### src/hw/rtl/lsp_pkg.sv
`timescale 1ns / 1ps
`default_nettype none
// ----------------------------------------------------------------------------
// LIFO stack package
// Shared payload types, operation codes, status codes and register map.
// ----------------------------------------------------------------------------
package lsp_pkg;

  localparam logic [1:0] OP_PUSH = 2'd0;
  localparam logic [1:0] OP_POP  = 2'd1;
  localparam logic [1:0] OP_PEEK = 2'd2;

  localparam logic [1:0] ST_OK       = 2'd0;
  localparam logic [1:0] ST_OVERFLOW = 2'd1;
  localparam logic [1:0] ST_EMPTY    = 2'd2;
  localparam logic [1:0] ST_BADPOS   = 2'd3;

  localparam int unsigned APB_AW        = 3;
  localparam logic        REG_CAPACITY  = 1'b0;
  localparam logic [3:0]  CAPACITY_RST  = 4'd5;

  typedef struct packed {
    logic [1:0]         opcode;
    logic signed [31:0] push_value;
    logic [3:0]         peek_position;
  } in_item_t;

  typedef struct packed {
    logic signed [31:0] read_value;
    logic [1:0]         status;
    logic [3:0]         fill_level;
  } out_item_t;

  typedef struct packed {
    logic accept;
    logic load;
  } cmd_t;

  typedef struct packed {
    logic out_free;
  } stat_t;

endpackage
`default_nettype wire

### src/hw/rtl/lsp_ram.sv
`timescale 1ns / 1ps
`default_nettype none
// ----------------------------------------------------------------------------
// Generic single-port RAM
// One write or one read per cycle; read data registered.
// ----------------------------------------------------------------------------
module lsp_ram #(
  parameter int unsigned WIDTH = 32,
  parameter int unsigned DEPTH = 8,
  localparam int unsigned AddrW = (DEPTH > 1) ? $clog2(DEPTH) : 1
) (
  input  wire logic             clk_i,
  input  wire logic             we_i,
  input  wire logic             re_i,
  input  wire logic [AddrW-1:0] addr_i,
  input  wire logic [WIDTH-1:0] wdata_i,
  output logic      [WIDTH-1:0] rdata_o
);

  logic [WIDTH-1:0] mem_q [DEPTH];
  logic [WIDTH-1:0] rdata_q;

  always_ff @(posedge clk_i) begin
    if (we_i) begin
      mem_q[addr_i] <= wdata_i;
    end
    if (re_i) begin
      rdata_q <= mem_q[addr_i];
    end
  end

  assign rdata_o = rdata_q;

endmodule
`default_nettype wire

### src/hw/rtl/lsp_ctrl.sv
`timescale 1ns / 1ps
`default_nettype none
// ----------------------------------------------------------------------------
// LIFO stack controller
// Sequences accept, memory access and result load for one transaction.
// ----------------------------------------------------------------------------
module lsp_ctrl (
  input  wire logic          clk_i,
  input  wire logic          rst_ni,
  input  wire logic          in_valid_i,
  output logic               in_ready_o,
  input  wire lsp_pkg::stat_t stat_i,
  output lsp_pkg::cmd_t      cmd_o
);

  typedef enum logic {
    S_IDLE,
    S_RESP
  } state_e;

  state_e state_q, state_d;
  logic   in_ready_q, in_ready_d;

  always_comb begin
    state_d      = state_q;
    in_ready_d   = in_ready_q;
    cmd_o.accept = 1'b0;
    cmd_o.load   = 1'b0;
    unique case (state_q)
      S_IDLE: begin
        if (in_valid_i && in_ready_q) begin
          cmd_o.accept = 1'b1;
          state_d      = S_RESP;
          in_ready_d   = 1'b0;
        end
      end
      S_RESP: begin
        if (stat_i.out_free) begin
          cmd_o.load = 1'b1;
          state_d    = S_IDLE;
          in_ready_d = 1'b1;
        end
      end
      default: begin
        state_d    = S_IDLE;
        in_ready_d = 1'b1;
      end
    endcase
  end

  always_ff @(posedge clk_i or negedge rst_ni) begin
    if (!rst_ni) begin
      state_q    <= S_IDLE;
      in_ready_q <= 1'b1;
    end else begin
      state_q    <= state_d;
      in_ready_q <= in_ready_d;
    end
  end

  assign in_ready_o = in_ready_q;

endmodule
`default_nettype wire

### src/hw/rtl/lsp_dp.sv
`timescale 1ns / 1ps
`default_nettype none
// ----------------------------------------------------------------------------
// LIFO stack datapath
// Capacity register, entry count, address generation, entry RAM and
// result register.
// ----------------------------------------------------------------------------
module lsp_dp #(
  parameter int unsigned MAX_DEPTH = 8
) (
  input  wire logic                        clk_i,
  input  wire logic                        rst_ni,
  input  wire lsp_pkg::cmd_t               cmd_i,
  output lsp_pkg::stat_t                   stat_o,
  input  wire lsp_pkg::in_item_t           in_data_i,
  output logic                             out_valid_o,
  input  wire logic                        out_ready_i,
  output lsp_pkg::out_item_t               out_data_o,
  input  wire logic                        psel,
  input  wire logic                        penable,
  input  wire logic                        pwrite,
  input  wire logic [lsp_pkg::APB_AW-1:0]  paddr,
  input  wire logic [31:0]                 pwdata,
  output logic [31:0]                      prdata
);

  localparam int unsigned CntW = $clog2(MAX_DEPTH + 1);
  localparam int unsigned AddrW = (MAX_DEPTH > 1) ? $clog2(MAX_DEPTH) : 1;
  localparam int unsigned CmpW = (CntW > 4) ? CntW : 4;

  logic [3:0]      capacity_q;
  logic [CntW-1:0] count_q, count_d;
  logic [1:0]      status_q, status_d;
  logic            rd_sel_q, rd_sel_d;
  logic [3:0]      fill_q;

  logic                out_valid_q;
  lsp_pkg::out_item_t  out_data_q;

  logic [CmpW-1:0] cap_ext, max_ext, usable, cnt_ext, pos_ext, cnt_dec, peek_idx, cnt_next;
  logic            ram_we, ram_re;
  logic [AddrW-1:0] ram_addr;
  logic [31:0]     ram_rdata;
  logic            reg_hit;

  assign cap_ext  = CmpW'(capacity_q);
  assign max_ext  = CmpW'(MAX_DEPTH);
  assign usable   = (cap_ext > max_ext) ? max_ext : cap_ext;
  assign cnt_ext  = CmpW'(count_q);
  assign pos_ext  = CmpW'(in_data_i.peek_position);
  assign cnt_dec  = cnt_ext - CmpW'(1);
  assign peek_idx = cnt_ext - pos_ext;
  assign cnt_next = CmpW'(count_d);

  always_comb begin
    count_d  = count_q;
    status_d = lsp_pkg::ST_OK;
    rd_sel_d = 1'b0;
    ram_we   = 1'b0;
    ram_re   = 1'b0;
    ram_addr = cnt_ext[AddrW-1:0];
    case (in_data_i.opcode)
      lsp_pkg::OP_PUSH: begin
        if (cnt_ext >= usable) begin
          status_d = lsp_pkg::ST_OVERFLOW;
        end else begin
          ram_we  = cmd_i.accept;
          count_d = count_q + CntW'(1);
        end
      end
      lsp_pkg::OP_POP: begin
        if (count_q == '0) begin
          status_d = lsp_pkg::ST_EMPTY;
        end else begin
          ram_re   = cmd_i.accept;
          rd_sel_d = 1'b1;
          ram_addr = cnt_dec[AddrW-1:0];
          count_d  = count_q - CntW'(1);
        end
      end
      lsp_pkg::OP_PEEK: begin
        if (in_data_i.peek_position == 4'd0 || pos_ext > cnt_ext) begin
          status_d = lsp_pkg::ST_BADPOS;
        end else begin
          ram_re   = cmd_i.accept;
          rd_sel_d = 1'b1;
          ram_addr = peek_idx[AddrW-1:0];
        end
      end
      default: begin
      end
    endcase
  end

  lsp_ram #(
    .WIDTH(32),
    .DEPTH(MAX_DEPTH)
  ) u_ram (
    .clk_i  (clk_i),
    .we_i   (ram_we),
    .re_i   (ram_re),
    .addr_i (ram_addr),
    .wdata_i(in_data_i.push_value),
    .rdata_o(ram_rdata)
  );

  assign reg_hit = (paddr[2] == lsp_pkg::REG_CAPACITY);

  always_ff @(posedge clk_i or negedge rst_ni) begin
    if (!rst_ni) begin
      capacity_q  <= lsp_pkg::CAPACITY_RST;
      count_q     <= '0;
      out_valid_q <= 1'b0;
    end else begin
      if (psel && penable && pwrite && reg_hit) begin
        capacity_q <= pwdata[3:0];
      end
      if (cmd_i.accept) begin
        count_q <= count_d;
      end
      if (cmd_i.load) begin
        out_valid_q <= 1'b1;
      end else if (out_ready_i) begin
        out_valid_q <= 1'b0;
      end
    end
  end

  always_ff @(posedge clk_i) begin
    if (cmd_i.accept) begin
      status_q <= status_d;
      rd_sel_q <= rd_sel_d;
      fill_q   <= cnt_next[3:0];
    end
    if (cmd_i.load) begin
      out_data_q.read_value <= rd_sel_q ? signed'(ram_rdata) : 32'sd0;
      out_data_q.status     <= status_q;
      out_data_q.fill_level <= fill_q;
    end
  end

  assign stat_o.out_free = !out_valid_q || out_ready_i;
  assign out_valid_o     = out_valid_q;
  assign out_data_o      = out_data_q;
  assign prdata          = reg_hit ? {28'd0, capacity_q} : 32'd0;

endmodule
`default_nettype wire

### src/hw/rtl/lifo_stack_with_peek_unit.sv
`timescale 1ns / 1ps
`default_nettype none
// ----------------------------------------------------------------------------
// LIFO stack with peek
// Stack of signed 32-bit words with push, pop and peek-from-top.
// ----------------------------------------------------------------------------
// Usage:
//   Input channel (in_valid_i/in_ready_o/in_data_i) carries one operation per
//   transaction: push, pop or peek at a position counted from the top.
//   Output channel (out_valid_o/out_ready_i/out_data_o) returns one result per
//   operation: word read, status and fill level after the operation.
//   Capacity is set through the APB port at byte address 0 (4 bits, values
//   above MAX_DEPTH act as MAX_DEPTH); write it only while the block is idle.
//   The input transaction registers the entry RAM read, status and fill
//   level; the result is then loaded into the output register once it is free.
//   One operation is in flight at a time, so a new operation is not accepted
//   until the previous result has been loaded into the output register.
//   A finished result sits in the output register; the next operation is
//   accepted while it waits, and its own result stalls until the receiver
//   takes the previous one.
//   Reset empties the stack and sets capacity to 5; entry contents are not
//   cleared and are never read before being written.
// ----------------------------------------------------------------------------
module lifo_stack_with_peek_unit #(
  parameter int unsigned MAX_DEPTH = 8
) (
  input  wire logic                       clk_i,
  input  wire logic                       rst_ni,
  input  wire logic                       in_valid_i,
  output logic                            in_ready_o,
  input  wire lsp_pkg::in_item_t          in_data_i,
  output logic                            out_valid_o,
  input  wire logic                       out_ready_i,
  output lsp_pkg::out_item_t              out_data_o,
  input  wire logic                       psel,
  input  wire logic                       penable,
  input  wire logic                       pwrite,
  input  wire logic [lsp_pkg::APB_AW-1:0] paddr,
  input  wire logic [31:0]                pwdata,
  output logic [31:0]                     prdata,
  output logic                            pready
);

  lsp_pkg::cmd_t  cmd;
  lsp_pkg::stat_t stat;

  lsp_ctrl u_ctrl (
    .clk_i     (clk_i),
    .rst_ni    (rst_ni),
    .in_valid_i(in_valid_i),
    .in_ready_o(in_ready_o),
    .stat_i    (stat),
    .cmd_o     (cmd)
  );

  lsp_dp #(
    .MAX_DEPTH(MAX_DEPTH)
  ) u_dp (
    .clk_i      (clk_i),
    .rst_ni     (rst_ni),
    .cmd_i      (cmd),
    .stat_o     (stat),
    .in_data_i  (in_data_i),
    .out_valid_o(out_valid_o),
    .out_ready_i(out_ready_i),
    .out_data_o (out_data_o),
    .psel       (psel),
    .penable    (penable),
    .pwrite     (pwrite),
    .paddr      (paddr),
    .pwdata     (pwdata),
    .prdata     (prdata)
  );

  assign pready = 1'b1;

endmodule
`default_nettype wire

### config.mk
export PLATFORM = sky130hd
export DESIGN_NAME = lifo_stack_with_peek_unit
export DESIGN_NICKNAME = d
export VERILOG_FILES = /design/src/hw/rtl/lsp_pkg.sv /design/src/hw/rtl/lsp_ram.sv /design/src/hw/rtl/lsp_ctrl.sv /design/src/hw/rtl/lsp_dp.sv /design/src/hw/rtl/lifo_stack_with_peek_unit.sv
export SDC_FILE = /design/constraint.sdc
export NUM_CORES = 1
export LEC_CHECK = 0
export BUFFER_PORTS_ARGS = -buffer_cell sky130_fd_sc_hd__buf_4
export CAP_MARGIN = 40
export CELL_PAD_IN_SITES_DETAIL_PLACEMENT = 1
export CELL_PAD_IN_SITES_GLOBAL_PLACEMENT = 1
export CORE_AREA = 8 8 205 168
export DETAILED_ROUTE_END_ITERATION = 8
export DIE_AREA = 0 0 213 176
export PLACE_DENSITY = 0.68
export SLEW_MARGIN = 5
export SYNTH_ARGS = -nofsm -noshare
export SYNTH_HDL_FRONTEND = slang
export SYNTH_HIERARCHICAL = 1
export SYNTH_SLANG_ARGS = --single-unit
### constraint.sdc
create_clock -name clk_i -period 6.03 [get_ports clk_i]
set_input_delay 0.3015 -clock clk_i [delete_from_list [all_inputs] [get_ports clk_i]]
set_output_delay 0.3015 -clock clk_i [all_outputs]
set_load 0.005 [all_outputs]
==> metrics.csv <==
metric,value,unit
Remaining DRCs,0,
Synth Area in Simple Gates,3.901,%
GRT Util Overall,15.41,%
area post-placement,14980,µm²
Worst Setup Start Kind,flop,
Clock Tree Buf Depth,3,
Fin. Hold Viols,0,
mux share of post-synthesis cell area,13.20,%
Max transition margin,39.37,%
largest family of logic cells by synthesized area,multiplexers,
first drt pass iteration count,4,
H-tree Lvls,2,
minimum clock period,4.587,ns
outcome,completed,
"Async S/R FF share, synth",3.198,%
yosys warns,6,
WP buf/inv,2,
Final WS setup,1.443,ns
layout overhead on the synthesized area,16.13,%
post-placement setup slack,1.410,ns
MaxCap Viol Count,0,
Antenna Cells,0,
synthesized cell area,13820,µm²
Yosys reg bits,344,
vias,6708,
"Clk Latency, worst-skew pair",0.51,ns
Setup Viol. Count Final,0,
Horiz. Die Dim,213,µm
Routed Antenna Nets,0,
core box area,30990,µm²
Post-Synth Adder-Cell Area,1.593,%
power density cells,305.9,nW/µm²
die area,37490,µm²
Die H,176,µm
Synth cell types,56,
drt wl/cell,22.94,µm
"Slowest-stage cell, CP",nor2_4,
post-layout util,51.80,%
Worst EP arrival,4.79,ns
Gate Count Post-Synth,707,
Max Freq,218.0,MHz
Fin Setup TNS,0,ns
Hold WC Path Type,primary input to flop,
final period utilization,76.07,%
vias in the first global route,7401,
DRT iter0 DRCs,302,
Compound-Gate Fraction of Synth Area,3.385,%
XOR/XNOR Fraction of Synth Area,0.1901,%
Final GP Congestion,0.7621,
highest-count cells in the layout ignoring fill and taps,"edfxtp_1, buf_4, mux4_1",
pin count of the biggest net entering global routing,66,
initial antenna violation count,0,
final net count,923,
"CP delay by family, top",simple AND/OR/NAND/NOR gates,
CP cell instances,"inv_1, ha_1, and4_1, o211ai_1, a21o_1, o311ai_0, o21a_4, nand2b_1, nor2_4, buf_4",
Slew @ Worst Pin,0.9095,ns
RSZ-0062 raised after global routing,no,
# IOs,153,
endpoint type of the worst setup path,flop,
Congestion Overflow GR,0,
I/O Buffers,93,
VDD IR-drop max,0.2369,mV
"Req. time, crit path",6.23,ns
largest fanout on the critical path,40,
total wire length,29160,µm
Setup CP Type,flop to flop,
Synth Flop Type,edfxtp_1,
Final Skew,0.01236,ns
layout cells sized above 1,25.97,%
Root Buffer,clkbuf_16,
Critical Path Max Stage Delay,0.77,ns
vias per inst,5.278,
sequential area share after synthesis,74.36,%
"Slew Viols, Final",0,
cts repair resizes,0,
CTS Buf Count,36,
Rows,58,
CTS sink count,344,
first-pass GRT wire length,44130,µm
"commonest non-fill, non-tap cell in the layout",edfxtp_1,
Initial Util,44.61,%
"Avg Cell Area, Syn",19.55,µm²
TritonCTS clock tree,built,
"EDFF count, synth",333,
Worst-path clk slew,0.06,ns
half-perimeter wire length after placement,17980,µm
P_leak,5.482,nW
cell area after layout,16050,µm²
Final Total Pwr,4.910,mW
-- sequential cells by signal, summed over array words and instances (netlist names) --
register	cells
u_dp/u_ram/mem_q	256
u_dp/out_data_o	38
u_dp/u_ram/rdata_o	32
u_dp/cap_ext	4
u_dp/cnt_ext	4
u_dp/fill_q	4
u_dp/status_q	2
u_ctrl/in_ready_o	1
u_ctrl/state_q	1
u_dp/out_valid_o	1
u_dp/rd_sel_q	1
-- power breakdown --
| part | switching [mW] | total [mW] | internal [mW] |
|---|---|---|---|
| Sequential | 0.00543 | 2.63 | 2.63 |
| Clock | 0.858 | 1.99 | 1.13 |
| Combinational | 0.144 | 0.286 | 0.142 |
| Total | 1.01 | 4.91 | 3.90 |
-- layer usage --
metal | GRT usage (%) | share of wire, % | vias up
met5 | 0 | 0 | -
met4 | 3.130 | 1.5 | 0
met3 | 2.995 | 4.4 | 36
met2 | 26.65 | 50 | 131
met1 | 20.12 | 44 | 3519
li1 | - | - | 3022
-- Yosys cell counts (10+ instances only) --
cell      instances  share of area (%)
and2_1           34                1.5
mux2i_1          15                1.1
ha_1             16                1.4
edfxtp_1        333                 72
a21oi_1          16               0.58
nor2_1           14               0.38
o21ai_0          15               0.54
mux4_1           41                7.8
buf_4            29                1.6
nand2_1          19               0.52
mux2_2           35                2.9
inv_1            16               0.43
buf_2            10               0.36
-- timing repair --
action,4_1_cts,5_1_grt
setup buffers,0,0
hold buffers,2,0
endpoints found under the hold margin,12,0
-- logic make-up (layout without fill, tap and decap cells) --
logic type / after synthesis / in the layout
other cells: 2 / 29
simple gates: 97 / 97
xor+xnor: 3 / 3
fa+ha+maj: 17 / 17
mux: 100 / 100
compound gates: 70 / 70
buf+inv: 74 / 191
flops: 344 / 344
-- area by class of cell --
type	instances	area, µm²
clock buffers	48	967.2
clock inverters	15	85.08
fillers	2834	14930
inverters	16	60.06
multi-input cells	316	3253
flip-flops and latches	344	10280
well taps	420	525.5
repair buffers	112	883.3
-- per-stage QoR --
step	hold slack, ns	instances
2_1_floorplan	0.005909	734
3_3_place_gp	0.1452	1203
3_5_place_dp	0.1523	1206
4_1_cts	0.005792	1271
5_1_grt	0.01292	1271
6_report	0.02465	1271
-- path summary, 6_finish.rpt --
path	depth (start not counted)	from	endpoint	slack (ns)
setup / recovery	10	u_dp/cnt_ext[2]	u_dp/u_ram/mem_q[5][24]	1.44
hold / removal	1	in_data_i[30]	u_dp/u_ram/mem_q[4][26]	0.02
setup reg to reg	10	u_dp/cnt_ext[2]	u_dp/u_ram/mem_q[5][24]	1.44
hold reg to reg	0	u_dp/status_q[1]	u_dp/out_data_o[5]	0.42
max in group asynchronous	2	rst_ni	u_dp/cap_ext[2]	5.60
min in group asynchronous	2	rst_ni	u_ctrl/state_q	0.20
Power figures use the tool's default switching activity.
